<file path="src/hdl/ggap_pkg.sv">
// ============================================================================
// ggap_pkg
// Types and constants shared by the GGA position parser modules.
// ============================================================================
`default_nettype none

package ggap_pkg;

    localparam int INT_W  = 17;
    localparam int FRAC_W = 24;  // holds up to seven fraction digits
    localparam int FD_W   = 3;
    localparam int MAG_W  = 34;
    localparam int COORD_W = 35;

    localparam logic [INT_W-1:0] INT_ACC_MAX = 17'd131071;
    localparam logic [7:0]       QUAL_MAX    = 8'd255;
    localparam logic [3:0]       TOKEN_MAX   = 4'd15;
    localparam logic [2:0]       HDR_LEN     = 3'd7;

    localparam logic [7:0] CH_LF    = 8'h0A;
    localparam logic [7:0] CH_CR    = 8'h0D;
    localparam logic [7:0] CH_NUL   = 8'h00;
    localparam logic [7:0] CH_COMMA = 8'h2C;
    localparam logic [7:0] CH_DOT   = 8'h2E;
    localparam logic [7:0] CH_S     = 8'h53;
    localparam logic [7:0] CH_W     = 8'h57;
    localparam logic [7:0] CH_0     = 8'h30;
    localparam logic [7:0] CH_9     = 8'h39;

    localparam logic [1:0] PH_INT  = 2'd0;
    localparam logic [1:0] PH_FRAC = 2'd1;
    localparam logic [1:0] PH_DONE = 2'd2;

    localparam logic [3:0] TOK_LAT     = 4'd2;
    localparam logic [3:0] TOK_LAT_HEM = 4'd3;
    localparam logic [3:0] TOK_LON     = 4'd4;
    localparam logic [3:0] TOK_LON_HEM = 4'd5;
    localparam logic [3:0] TOK_QUAL    = 4'd6;

    localparam logic            RK_LINE = 1'b0;
    localparam logic            RK_REQ  = 1'b1;

    // Reciprocal multipliers for the constant divisions.
    localparam logic [17:0] DIV100_MUL = 18'd167773;
    localparam int          DIV100_SH  = 24;
    localparam logic [28:0] DIV15_MUL  = 29'd286331154;
    localparam int          DIV15_SH   = 32;

    typedef struct packed {
        logic                valid;
        logic                is_lon;
        logic [INT_W-1:0]    int_part;
        logic [FRAC_W-1:0]   frac_part;
        logic [FD_W-1:0]     frac_digits;
    } coord_launch_t;

    typedef struct packed {
        logic                lat_ok;
        logic [MAG_W-1:0]    lat_mag;
        logic                lon_ok;
        logic [MAG_W-1:0]    lon_mag;
    } coord_result_t;

    typedef struct packed {
        logic                       valid;
        logic                       kind;
        logic                       accepted;
        logic                       fresh;
        logic                       fix;
        logic signed [COORD_W-1:0]  lat;
        logic signed [COORD_W-1:0]  lon;
    } line_result_t;

    function automatic logic [FRAC_W-1:0] pow10(input logic [FD_W-1:0] n);
        logic [FRAC_W-1:0] r;
        case (n)
            3'd0:    r = 24'd1;
            3'd1:    r = 24'd10;
            3'd2:    r = 24'd100;
            3'd3:    r = 24'd1000;
            3'd4:    r = 24'd10000;
            3'd5:    r = 24'd100000;
            3'd6:    r = 24'd1000000;
            default: r = 24'd10000000;
        endcase
        return r;
    endfunction

    function automatic logic [7:0] hdr_char(input logic [2:0] idx);
        logic [7:0] r;
        case (idx)
            3'd0:    r = 8'h24;  // '$'
            3'd1:    r = 8'h47;  // 'G'
            3'd2:    r = 8'h50;  // 'P'
            3'd3:    r = 8'h47;  // 'G'
            3'd4:    r = 8'h47;  // 'G'
            3'd5:    r = 8'h41;  // 'A'
            default: r = CH_COMMA;
        endcase
        return r;
    endfunction

endpackage

`default_nettype wire

</file>
<file path="src/hdl/ggap_coord_pipe.sv">
// ============================================================================
// ggap_coord_pipe
// Four-stage pipeline that turns a ddmm.mmmm field into 1e-7 degree units.
// ============================================================================
`default_nettype none

module ggap_coord_pipe
    import ggap_pkg::*;
#(
    parameter int FRAC_DIGITS = 5
)
(
    input  wire logic          clk,
    input  wire logic          rst_n,
    input  wire coord_launch_t launch,
    input  wire logic          clr,
    output coord_result_t      result
);

    localparam logic [FD_W-1:0] FD_MAX = FD_W'(FRAC_DIGITS);
    localparam logic [FRAC_W-1:0] FS_SCALE = FRAC_W'(10 ** (7 - FRAC_DIGITS));
    localparam logic [29:0] MIN_SCALE = 30'd10000000;
    localparam logic [MAG_W-1:0] DEG_SCALE = 34'd10000000;

    logic s1_v_reg, s2_v_reg, s3_v_reg;
    logic s1_lon_reg, s2_lon_reg, s3_lon_reg;
    logic [INT_W-1:0]  s1_int_reg;
    logic [10:0]       s1_deg_reg;
    logic [FRAC_W-1:0] s1_fs_reg, s2_fs_reg;
    logic [6:0]        s2_mins_reg;
    logic [MAG_W-1:0]  s2_dege7_reg, s3_dege7_reg;
    logic [29:0]       s3_u_reg;
    logic              lat_ok_reg, lon_ok_reg;
    logic [MAG_W-1:0]  lat_mag_reg, lon_mag_reg;

    logic [34:0]       deg_prod;
    logic [47:0]       fs_prod;
    logic [INT_W-1:0]  mins_wide;
    logic [29:0]       u_next;
    logic [56:0]       q_prod;
    logic [MAG_W-1:0]  mag_next;

    assign deg_prod  = 35'(launch.int_part) * 35'(DIV100_MUL);
    assign fs_prod   = 48'(launch.frac_part) * 48'(pow10(FD_MAX - launch.frac_digits));
    assign mins_wide = s1_int_reg - (INT_W'(s1_deg_reg) * INT_W'(100));
    assign u_next    = (30'(s2_mins_reg) * MIN_SCALE) + 30'(s2_fs_reg * FS_SCALE);
    // floor(u/60) as floor((u/4)/15) by a rounded-up reciprocal.
    assign q_prod    = 57'(s3_u_reg[29:2]) * 57'(DIV15_MUL);
    assign mag_next  = s3_dege7_reg + MAG_W'(q_prod[56:DIV15_SH]);

    always_ff @(posedge clk or negedge rst_n)
    begin
        if (!rst_n)
        begin
            s1_v_reg   <= 1'b0;
            s2_v_reg   <= 1'b0;
            s3_v_reg   <= 1'b0;
            lat_ok_reg <= 1'b0;
            lon_ok_reg <= 1'b0;
        end
        else if (clr)
        begin
            s1_v_reg   <= 1'b0;
            s2_v_reg   <= 1'b0;
            s3_v_reg   <= 1'b0;
            lat_ok_reg <= 1'b0;
            lon_ok_reg <= 1'b0;
        end
        else
        begin
            s1_v_reg <= launch.valid;
            s2_v_reg <= s1_v_reg;
            s3_v_reg <= s2_v_reg;
            if (s3_v_reg && !s3_lon_reg)
                lat_ok_reg <= 1'b1;
            if (s3_v_reg && s3_lon_reg)
                lon_ok_reg <= 1'b1;
        end
    end

    always_ff @(posedge clk)
    begin
        s1_lon_reg   <= launch.is_lon;
        s1_int_reg   <= launch.int_part;
        s1_deg_reg   <= deg_prod[DIV100_SH +: 11];
        s1_fs_reg    <= fs_prod[FRAC_W-1:0];
        s2_lon_reg   <= s1_lon_reg;
        s2_mins_reg  <= mins_wide[6:0];
        s2_dege7_reg <= MAG_W'(s1_deg_reg) * DEG_SCALE;
        s2_fs_reg    <= s1_fs_reg;
        s3_lon_reg   <= s2_lon_reg;
        s3_u_reg     <= u_next;
        s3_dege7_reg <= s2_dege7_reg;
        if (s3_v_reg && !s3_lon_reg)
            lat_mag_reg <= mag_next;
        if (s3_v_reg && s3_lon_reg)
            lon_mag_reg <= mag_next;
    end

    assign result = {lat_ok_reg, lat_mag_reg, lon_ok_reg, lon_mag_reg};

endmodule

`default_nettype wire

</file>
<file path="src/hdl/ggap_line_parser.sv">
// ============================================================================
// ggap_line_parser
// Byte-level sentence scanner, fix store and request bookkeeping.
// ============================================================================
`default_nettype none

module ggap_line_parser
    import ggap_pkg::*;
#(
    parameter int LINE_CAP    = 95,
    parameter int FRAC_DIGITS = 5
)
(
    input  wire logic          clk,
    input  wire logic          rst_n,
    input  wire logic          step,
    input  wire logic          is_req,
    input  wire logic [7:0]    c,
    input  wire coord_result_t coord,
    output coord_launch_t      launch,
    output logic               clr,
    output line_result_t       res
);

    localparam int CNT_W = $clog2(LINE_CAP + 1);
    localparam logic [CNT_W-1:0] CAP = CNT_W'(LINE_CAP);
    localparam logic [FD_W-1:0]  FD_MAX = FD_W'(FRAC_DIGITS);

    logic [CNT_W-1:0]  cnt_reg, cnt_next;
    logic              dead_reg, dead_next;
    logic [2:0]        hp_reg, hp_next;
    logic [3:0]        ti_reg, ti_next;
    logic              intok_reg, intok_next;
    logic [1:0]        phase_reg, phase_next;
    logic [INT_W-1:0]  int_reg, int_next;
    logic [FRAC_W-1:0] frac_reg, frac_next;
    logic [FD_W-1:0]   fd_reg, fd_next;
    logic [7:0]        qual_reg, qual_next;
    logic              latneg_reg, latneg_next;
    logic              lonneg_reg, lonneg_next;
    logic signed [COORD_W-1:0] stlat_reg, stlat_next;
    logic signed [COORD_W-1:0] stlon_reg, stlon_next;
    logic              fix_reg, fix_next;
    logic signed [COORD_W-1:0] rplat_reg, rplat_next;
    logic signed [COORD_W-1:0] rplon_reg, rplon_next;
    logic              rpfix_reg, rpfix_next;

    logic              is_digit;
    logic [3:0]        dval;
    logic [20:0]       int_mul;
    logic [11:0]       qual_mul;
    logic signed [COORD_W-1:0] pend_lat, pend_lon;
    logic              accept;

    assign is_digit = (c >= CH_0) && (c <= CH_9);
    assign dval     = 4'(c - CH_0);

    always_comb
    begin
        pend_lat = '0;
        pend_lon = '0;
        if (coord.lat_ok)
            pend_lat = latneg_reg ? -$signed({1'b0, coord.lat_mag})
                                  : $signed({1'b0, coord.lat_mag});
        if (coord.lon_ok)
            pend_lon = lonneg_reg ? -$signed({1'b0, coord.lon_mag})
                                  : $signed({1'b0, coord.lon_mag});
    end

    assign accept = (hp_reg == HDR_LEN) && (qual_reg != 8'd0) &&
                    ((ti_reg > TOK_QUAL) || ((ti_reg == TOK_QUAL) && intok_reg));

    always_comb
    begin
        cnt_next    = cnt_reg;
        dead_next   = dead_reg;
        hp_next     = hp_reg;
        ti_next     = ti_reg;
        intok_next  = intok_reg;
        phase_next  = phase_reg;
        int_next    = int_reg;
        frac_next   = frac_reg;
        fd_next     = fd_reg;
        qual_next   = qual_reg;
        latneg_next = latneg_reg;
        lonneg_next = lonneg_reg;
        stlat_next  = stlat_reg;
        stlon_next  = stlon_reg;
        fix_next    = fix_reg;
        rplat_next  = rplat_reg;
        rplon_next  = rplon_reg;
        rpfix_next  = rpfix_reg;
        int_mul     = '0;
        qual_mul    = '0;
        launch      = '0;
        clr         = 1'b0;
        res         = '0;
        launch.int_part    = int_reg;
        launch.frac_part   = frac_reg;
        launch.frac_digits = fd_reg;
        launch.is_lon      = (ti_reg == TOK_LON);

        if (is_req)
        begin
            res.valid  = 1'b1;
            res.kind   = RK_REQ;
            res.fresh  = fix_reg && (!rpfix_reg || (stlat_reg != rplat_reg) ||
                                     (stlon_reg != rplon_reg));
            rplat_next = stlat_reg;
            rplon_next = stlon_reg;
            rpfix_next = fix_reg;
        end
        else if (c == CH_LF)
        begin
            res.valid = 1'b1;
            res.kind  = RK_LINE;
            if (accept)
            begin
                stlat_next   = pend_lat;
                stlon_next   = pend_lon;
                fix_next     = 1'b1;
                res.accepted = 1'b1;
            end
            clr         = 1'b1;
            cnt_next    = '0;
            dead_next   = 1'b0;
            hp_next     = '0;
            ti_next     = '0;
            intok_next  = 1'b0;
            phase_next  = PH_INT;
            int_next    = '0;
            frac_next   = '0;
            fd_next     = '0;
            qual_next   = '0;
            latneg_next = 1'b0;
            lonneg_next = 1'b0;
        end
        else if ((c != CH_CR) && (cnt_reg < CAP))
        begin
            cnt_next = cnt_reg + 1'b1;
            if (!dead_reg)
            begin
                if (c == CH_NUL)
                    dead_next = 1'b1;
                else if ((hp_reg < HDR_LEN) && (c != hdr_char(hp_reg)))
                    dead_next = 1'b1;
                else
                begin
                    if (hp_reg < HDR_LEN)
                        hp_next = hp_reg + 1'b1;
                    if (c == CH_COMMA)
                    begin
                        if (intok_reg)
                        begin
                            launch.valid = (ti_reg == TOK_LAT) || (ti_reg == TOK_LON);
                            if (ti_reg < TOKEN_MAX)
                                ti_next = ti_reg + 1'b1;
                            intok_next = 1'b0;
                        end
                    end
                    else
                    begin
                        // First character of a token restarts the number scan.
                        if (!intok_reg)
                        begin
                            intok_next = 1'b1;
                            phase_next = PH_INT;
                            int_next   = '0;
                            frac_next  = '0;
                            fd_next    = '0;
                            if (ti_reg == TOK_QUAL)
                                qual_next = '0;
                            if ((ti_reg == TOK_LAT_HEM) && (c == CH_S))
                                latneg_next = 1'b1;
                            if ((ti_reg == TOK_LON_HEM) && (c == CH_W))
                                lonneg_next = 1'b1;
                        end
                        if ((ti_reg == TOK_LAT) || (ti_reg == TOK_LON))
                        begin
                            if (phase_next == PH_INT)
                            begin
                                if (is_digit)
                                begin
                                    int_mul  = (21'(int_next) * 21'd10) + 21'(dval);
                                    int_next = (int_mul > 21'(INT_ACC_MAX)) ? INT_ACC_MAX
                                                                            : int_mul[INT_W-1:0];
                                end
                                else
                                    phase_next = (c == CH_DOT) ? PH_FRAC : PH_DONE;
                            end
                            else if (phase_next == PH_FRAC)
                            begin
                                if (!is_digit)
                                    phase_next = PH_DONE;
                                else if (fd_next < FD_MAX)
                                begin
                                    frac_next = FRAC_W'(frac_next * FRAC_W'(10))
                                              + FRAC_W'(dval);
                                    fd_next   = fd_next + 1'b1;
                                end
                            end
                        end
                        else if (ti_reg == TOK_QUAL)
                        begin
                            if (phase_next == PH_INT)
                            begin
                                if (is_digit)
                                begin
                                    qual_mul  = (12'(qual_next) * 12'd10) + 12'(dval);
                                    qual_next = (qual_mul > 12'(QUAL_MAX)) ? QUAL_MAX
                                                                           : qual_mul[7:0];
                                end
                                else
                                    phase_next = PH_DONE;
                            end
                        end
                    end
                end
            end
        end

        res.fix = fix_next;
        res.lat = stlat_next;
        res.lon = stlon_next;
        if (!step)
        begin
            launch.valid = 1'b0;
            clr          = 1'b0;
        end
    end

    always_ff @(posedge clk or negedge rst_n)
    begin
        if (!rst_n)
        begin
            cnt_reg    <= '0;
            dead_reg   <= 1'b0;
            hp_reg     <= '0;
            ti_reg     <= '0;
            intok_reg  <= 1'b0;
            phase_reg  <= PH_INT;
            int_reg    <= '0;
            frac_reg   <= '0;
            fd_reg     <= '0;
            qual_reg   <= '0;
            latneg_reg <= 1'b0;
            lonneg_reg <= 1'b0;
            stlat_reg  <= '0;
            stlon_reg  <= '0;
            fix_reg    <= 1'b0;
            rplat_reg  <= '0;
            rplon_reg  <= '0;
            rpfix_reg  <= 1'b0;
        end
        else if (step)
        begin
            cnt_reg    <= cnt_next;
            dead_reg   <= dead_next;
            hp_reg     <= hp_next;
            ti_reg     <= ti_next;
            intok_reg  <= intok_next;
            phase_reg  <= phase_next;
            int_reg    <= int_next;
            frac_reg   <= frac_next;
            fd_reg     <= fd_next;
            qual_reg   <= qual_next;
            latneg_reg <= latneg_next;
            lonneg_reg <= lonneg_next;
            stlat_reg  <= stlat_next;
            stlon_reg  <= stlon_next;
            fix_reg    <= fix_next;
            rplat_reg  <= rplat_next;
            rplon_reg  <= rplon_next;
            rpfix_reg  <= rpfix_next;
        end
    end

endmodule

`default_nettype wire

</file>
<file path="src/hdl/nmea_gga_position_parser_unit.sv">
// ============================================================================
// nmea_gga_position_parser_unit
// Streaming $GPGGA parser that keeps the last fixed position and answers
// measurement requests.
// ============================================================================
// The block takes one item per clock, a received byte or a measurement
// request, unless a result waits on a held output register. The result of
// an item, if any, enters the output register as the item leaves the input
// register, so an unblocked stream runs at one item per cycle. A line feed
// yields a line outcome and a request yields an answer; other bytes yield
// nothing. Coordinate conversion runs in a four-stage pipeline launched by
// the comma that closes the latitude or longitude field; a sentence needs
// at least three more bytes after that comma before its line feed, so the
// value is always ready when the fix is stored.
`default_nettype none

module nmea_gga_position_parser_unit
    import ggap_pkg::*;
#(
    parameter int LINE_CAP    = 95,
    parameter int FRAC_DIGITS = 5
)
(
    input  wire logic        clk,
    input  wire logic        rst_n,
    input  wire logic        s_tvalid,
    output logic             s_tready,
    input  wire logic [7:0]  s_tdata,   // [7:0] rx_byte
    input  wire logic        s_tuser,   // [0] req_type
    output logic             m_tvalid,
    input  wire logic        m_tready,
    output logic [79:0]      m_tdata,   // [0] sentence_accepted, [1] new_data,
                                        // [2] has_fix, [37:3] latitude,
                                        // [72:38] longitude, rest zero
    output logic             m_tuser    // [0] result_kind
);

    logic          in_v_reg;
    logic          in_req_reg;
    logic [7:0]    in_byte_reg;
    logic          out_v_reg;
    line_result_t  out_reg;
    logic          out_free;
    logic          step;
    coord_launch_t launch;
    coord_result_t coord;
    logic          clr;
    line_result_t  res;

    assign out_free = !out_v_reg || m_tready;
    assign step     = in_v_reg && (!res.valid || out_free);
    assign s_tready = !in_v_reg || step;

    always_ff @(posedge clk or negedge rst_n)
    begin
        if (!rst_n)
        begin
            in_v_reg  <= 1'b0;
            out_v_reg <= 1'b0;
        end
        else
        begin
            if (s_tready)
                in_v_reg <= s_tvalid;
            if (step && res.valid)
                out_v_reg <= 1'b1;
            else if (m_tready)
                out_v_reg <= 1'b0;
        end
    end

    always_ff @(posedge clk)
    begin
        if (s_tready && s_tvalid)
        begin
            in_req_reg  <= s_tuser;
            in_byte_reg <= s_tdata;
        end
        if (step && res.valid)
            out_reg <= res;
    end

    ggap_line_parser #(
        .LINE_CAP    (LINE_CAP),
        .FRAC_DIGITS (FRAC_DIGITS)
    ) u_parser (
        .clk    (clk),
        .rst_n  (rst_n),
        .step   (step),
        .is_req (in_req_reg),
        .c      (in_byte_reg),
        .coord  (coord),
        .launch (launch),
        .clr    (clr),
        .res    (res)
    );

    ggap_coord_pipe #(
        .FRAC_DIGITS (FRAC_DIGITS)
    ) u_coord (
        .clk    (clk),
        .rst_n  (rst_n),
        .launch (launch),
        .clr    (clr),
        .result (coord)
    );

    assign m_tvalid = out_v_reg;
    assign m_tuser  = out_reg.kind;
    assign m_tdata  = {7'd0, out_reg.lon, out_reg.lat, out_reg.fix,
                       out_reg.fresh, out_reg.accepted};

endmodule

`default_nettype wire

</file>
<file path="config.mk">
export PLATFORM = sky130hd
export DESIGN_NAME = nmea_gga_position_parser_unit
export DESIGN_NICKNAME = d
export VERILOG_FILES = /design/src/hdl/ggap_pkg.sv /design/src/hdl/ggap_coord_pipe.sv /design/src/hdl/ggap_line_parser.sv /design/src/hdl/nmea_gga_position_parser_unit.sv
export SDC_FILE = /design/constraint.sdc
export NUM_CORES = 2
export LEC_CHECK = 0
export BUFFER_PORTS_ARGS = -buffer_cell sky130_fd_sc_hd__buf_2
export CORE_ASPECT_RATIO = 2
export CORE_UTILIZATION = 35
export CTS_CLUSTER_SIZE = 12
export DETAILED_ROUTE_END_ITERATION = 7
export SETUP_SLACK_MARGIN = 0.5
export SYNTH_ARGS = -nofsm -noshare
export SYNTH_HDL_FRONTEND = slang
export SYNTH_SLANG_ARGS = --single-unit
</file>
<file path="constraint.sdc">
create_clock -name clk -period 10.2 [get_ports clk]
set_input_delay 0.51 -clock clk [delete_from_list [all_inputs] [get_ports clk]]
set_output_delay 0.51 -clock clk [all_outputs]
set_load 0.02 [all_outputs]
</file>
# --- Word-level counts from Yosys, hierarchy flattened ---
# Cells that the tools add are included.
op_classes:
  eq_ne: 32
  bitwise: 2
  magnitude_cmp: 9
  div_mod_pow: 0
  add_sub_neg: 14
  n_reduce_logical: 51
  multipliers: 10
  n_shift: 0
  mux: 185
ops:
  columns: ["operator", "n"]
  rows:
  - ["$mux 24", 19]
  - ["$mux 35", 10]
  - ["$mux 17", 18]
  - ["$mux 8", 25]
  - ["$pmux 24 s7", 1]
  - ["$mux 3", 26]
  - ["$ne 35x35->1", 2]
  - ["$neg 34->35", 2]
  - ["$mul 28x28->56 const B", 1]
  - ["$mux 1", 52]
  - ["$mux 2", 23]
  - ["$mul 17x18->35 const B", 1]
  - ["$add 34x25->34", 1]
  - ["$mux 4", 8]
  - ["$add 30x30->30", 1]
  - ["$mul 24x5->28 const B", 1]
  - ["$pmux 7 s4", 1]
  - ["$mul 11x17->27 const B", 1]
  - ["$reduce_and 9->1", 3]
  - ["$add 24x4->24", 1]
  - ["$mul 24x24->24", 1]
  - ["$mul 24x3->23 const B", 1]
  - ["$mul 7x17->23 const B", 1]
  - ["$add 21x4->21", 1]
  - ["47 further kinds", 102]
totals:
  in_bits: 13
  mem_count: 0
  romBits: 0
  ram_bits: 0
  latchBits: 0
  word_cells: 349
  ff_bits: 532

# --- Logic depth before layout (Yosys ltp) ---
logic_depth:
  ltp_word: 30
  ltp_mapped: 35
  ltp_nobuf: 35

# --- By module ---
# From an unflattened synthesis, not the netlist that was laid out.
hier_totals:
  cells_unflattened: 5577
  area_unflattened_um2: 54175.7
modules_own_cells:
  columns: ["mod", "n_inst", "area_per_inst_um2", "cells_per_inst", "seq_area_each_um2"]
  rows:
  - ["ggap_coord_pipe", 1, 35251.3, 3598, 5330.1]
  - ["ggap_line_parser", 1, 16269.4, 1878, 5355.1]
  - ["nmea_gga_position_parser_unit", 1, 2655.0, 101, 2542.4]

# --- Worst setup path after synthesis ---
# Ideal clock, no wire load.
synth_path:
  path_type: "register to register"
  start: "register u_coord.s3_u_reg[3]"
  end: "register u_coord.lat_mag_reg[33] (data pin)"
  path_stages_with_launch: 34
  required_ns: 9.930
  arrival_ns: 7.490
  slack_ns: 2.440
  cell_sequence: "dfxtp_1 ha_1 inv_1 fa_1 inv_1 fa_1 inv_1 fa_1 fa_1 fa_1 inv_1 ha_1 a21o_1 a21o_1 a21oi_1 and2_1 nor3b_1 nor3_1 a21o_1 a21o_1 a21oi_1 xnor2_1 ha_1 fa_1 a21oi_1 o21ai_0 a21oi_1 o21a_1 o211ai_1 nand2_1 o21ai_0 o41ai_1 nor3_1 xor2_1"
synth_via:
  elab_chain_len: 2
synth_lines:
  columns: ["item", "line_no", "source"]
  rows:
  - ["from (decl)", "ggap_coord_pipe.sv:32", "logic [29:0] s3_u_reg;"]
  - ["from (signal assigned)", "ggap_coord_pipe.sv:92", "s3_u_reg <= u_next;"]
  - ["$mul 28x28->56", "ggap_coord_pipe.sv:48", "assign q_prod = 57'(s3_u_reg[29:2]) * 57'(DIV15_MUL);"]
  - ["$add 34x25->34", "ggap_coord_pipe.sv:49", "assign mag_next = s3_dege7_reg + MAG_W'(q_prod[56:DIV15_SH]);"]
  - ["named net u_coord.mag_next[33]", "ggap_coord_pipe.sv:41", "logic [MAG_W-1:0] mag_next;"]
  - ["to (signal assigned)", "ggap_coord_pipe.sv:95", "lat_mag_reg <= mag_next;"]
  - ["to (decl)", "ggap_coord_pipe.sv:34", "logic [MAG_W-1:0] lat_mag_reg, lon_mag_reg;"]
# The timed path passes the listed nets, and every way through them passes these cells.
# A chain may end at the register's enable or synchronous reset.

# --- Final worst setup path ---
layout_path:
  start: "register u_coord.s3_u_reg[3]"
  end: "register u_coord.lon_mag_reg[33] (data pin)"
layout_via:
  elab_chain_len: 2
layout_lines:
  columns: ["item", "line_no", "source"]
  rows:
  - ["$mul 28x28->56", "ggap_coord_pipe.sv:48", null]
  - ["$add 34x25->34", "ggap_coord_pipe.sv:49", null]
  - ["named net u_coord.mag_next[33]", "ggap_coord_pipe.sv:41", null]
  - ["to (signal assigned)", "ggap_coord_pipe.sv:97", "lon_mag_reg <= mag_next;"]
  - ["to (decl)", "ggap_coord_pipe.sv:34", null]
# The timed path passes the listed nets, and every way through them passes these cells.

==> run_results.csv <==
group,metric,value,unit
logic_synthesis,yosys.area_share.xor_xnor,0.0622,
floorplan,std_cell_rows,201,
placed_design,place_area,0.0558,mm²
layout,antennaDiodeCount,0,
critical_path,cp_max_fo,5,
sta,skew,0.0746,ns
logic_synthesis,ys_seq_area_frac,0.249,
routing,via_count,37400,
sta,finalHoldViolCount,0,
critical_path,critPathMostFrequentCell,"fa_1",
logic_synthesis,synth_cell_types,82,
critical_path,cp.buffers_inverters,4,
clock_network,clockBufferDepth,3,
placed_design,hpwl,118000,µm
routing,drc,0,
global_route,grt_use_total,0.183,
sta,timing.fmax,114,MHz
clock_network,numCtsBuffers,55,
placed_design,placed_cells,7279,
logic_synthesis,synthMuxAreaShare,0.0162,
floorplan,start_util,0.353,
logic_synthesis,synth_area,0.0531,mm²
power,irDropWorstVdd,0.192,mV
logic_synthesis,synth_top_family_by_area,"adder cells",
placed_design,place_worst_setup_slack,1.30,ns
power,p_leak,29.9,nW
logic_synthesis,ys_top_cells_by_area,"ha_1, fa_1, dfrtp_1",
global_route,grt_pass1_wl,219000,µm
logic_synthesis,ys.flop_type,"dfrtp_1",
critical_path,critical_path.top_delay_family,"adder cells",
clock_network,h-tree-depth,2,
sta,holdWs,0.0434,ns
logic_synthesis,syn_inst,5358,
layout,design_area,0.0577,mm²
sta,drv_slew,0,
logic_synthesis,avgSynthCellArea,9.92,µm²
placed_design,place_congestion,0.922,
floorplan,die_x,277,µm
sta,finalWorstSetupSlack,1.45,ns
power,totalPowerFinal,8.73,mW
clock_network,clk_pin_slew_worst_paths,0.07,ns
global_route,first_global_vias,40800,
sta,fin_crit_sh,0.858,
critical_path,cpPeakStageDelay,0.80,ns
job,max_cap_violations,0,
logic_synthesis,yosysTopAreaCellShare,0.193,
routing,routed_via_density,5.06,
routing,postRouteAntennaNets,0,
routing,drtIter0Drc,1393,
logic_synthesis,synthTopCellsByCount,"inv_1, ha_1, fa_1, nand2_1, nor2_1",
logic_synthesis,ys_ff_latch,530,
routing,wl_per_cell,19.0,µm
floorplan,core,0.150,mm²
sta,tns,0,ns
critical_path,crit_slowest_cell,"o41ai_1",
critical_path,worstSetupPathType,"register to register",
logic_synthesis,synth_edf_count,151,
layout,finalNonFillerCells,7392,
logic_synthesis,yosysMostFrequentCell,"inv_1",
layout,final_util,0.384,
logic_synthesis,synth_async_sr_flop_share,0.417,
logic_synthesis,synth_compound_area_frac,0.105,
global_route,antenna_found_initial,0,
logic_synthesis,synth_fa_ha_area_frac,0.383,
clock_network,cts_sinks,530,
floorplan,dieArea,0.153,mm²
sta,worst_pin_slew,1.10,ns
layout,finalNetCount,6756,
floorplan,die_y,553,µm
sta,setup_viol,0,
critical_path,worstSetupEndpointType,"register",
layout,largest_reg_flops,73,
global_route,grt_max_degree,136,
sta,grt_setup_unrepaired,"false",
placed_design,portBuffers,88,
clock_network,cts_post_setup_buffers_inserted,0,
logic_synthesis,netlist.top_cell.by_area,"ha_1",
logic_synthesis,yosysWarnings,0,
routing,drt_wl_total,141000,µm
global_route,grt-ovfl-total,0,
clock_network,clock-root-buffer,"clkbuf_16",
outcome,outcome,"finished clean",
clock_network,clk_latency,0.68,ns
critical_path,cp-start-kind,"register",
clock_network,cts_tree,"yes",
routing,dr.pass1.iters,5,
layout,synthToLayoutAreaGrowth,8.62,%
layout,drive_gt1_frac,0.0571,
power,power.density,151,mW/mm²
critical_path,cp.arrival,9.15,ns
floorplan,io-pin-count,96,
sta,slew_headroom,0.266,
sta,period_needed,8.75,ns
logic_synthesis,synthSimpleGateAreaFrac,0.108,
critical_path,required,10.60,ns
hold_path,hold_class,"input port to register",
## kinds of logic after synthesis
family | count (synthesis)
adders and majority gates | 1325
and+or+nand+nor | 1138
AOI/OAI and AO/OA | 830
xor gates and xnor gates | 377
muxes | 77
other | 1
buffers and inverters | 1080
DFF | 530
## final cells by class
cell class | instances | area (µm²)
fill | 14900 | 92700
multi-input combinational | 3754 | 35900
sequential | 530 | 13200
inverter | 944 | 3540
tap | 1928 | 2410
clock buffer | 89 | 1580
timing repair buffer | 133 | 826
clock inverter | 14 | 224
## final timing paths
path	startpoint	depth (start not counted)	to	slack, ns
max	u_coord.s3_u_reg[3]	33	u_coord.lon_mag_reg[33]	1.45
min	s_tvalid	2	in_v_reg	0.04
max reg2reg	u_coord.s3_u_reg[3]	33	u_coord.lon_mag_reg[33]	1.45
min reg2reg	u_coord.s1_fs_reg[12]	0	u_coord.s2_fs_reg[12]	0.31
max in group asynchronous	rst_n	3	u_parser.stlat_reg[26]	8.32
min in group asynchronous	rst_n	2	u_parser.qual_reg[1]	0.44
## routing by layer
metal / routed length, µm / track usage / part of all wire
met1: 46200 / 0.163 / 0.33
met2: 81300 / 0.382 / 0.58
met3: 3080 / 0.0141 / 0.022
met4: 10000 / 0.118 / 0.071
met5: 0 / 0 / 0
## what timing repair did
action / CTS / global route
gates resized for setup: 0 / 0
endpoints found under the hold margin: 95 / 0
endpoints found under the setup margin: 0 / 0
hold buffers: 10 / 0
## where the power goes
group / switching, mW / total, mW / internal [mW]
Clock: 0.891 / 2.03 / 1.14
Sequential: 0.0572 / 2.55 / 2.49
Combinational: 2.47 / 4.14 / 1.68
## placed cells by master, fill, tap and decap left out, types with 57 or more instances in the layout
cell type / instances
nor2b_1: 62
dfrtp_1: 220
edfxtp_1: 151
nor2_1: 247
nand3_1: 66
mux2_2: 70
a21o_1: 114
inv_1: 942
a21oi_1: 149
buf_2: 87
fa_1: 505
nand2_1: 287
and3_1: 63
ha_1: 820
and2_1: 135
o21ai_0: 221
xor2_1: 150
dfxtp_1: 158
a22o_1: 60
nor3_1: 68
xnor2_1: 227
clkbuf_16: 57
Note: power is estimated with default switching activity, not from simulation.
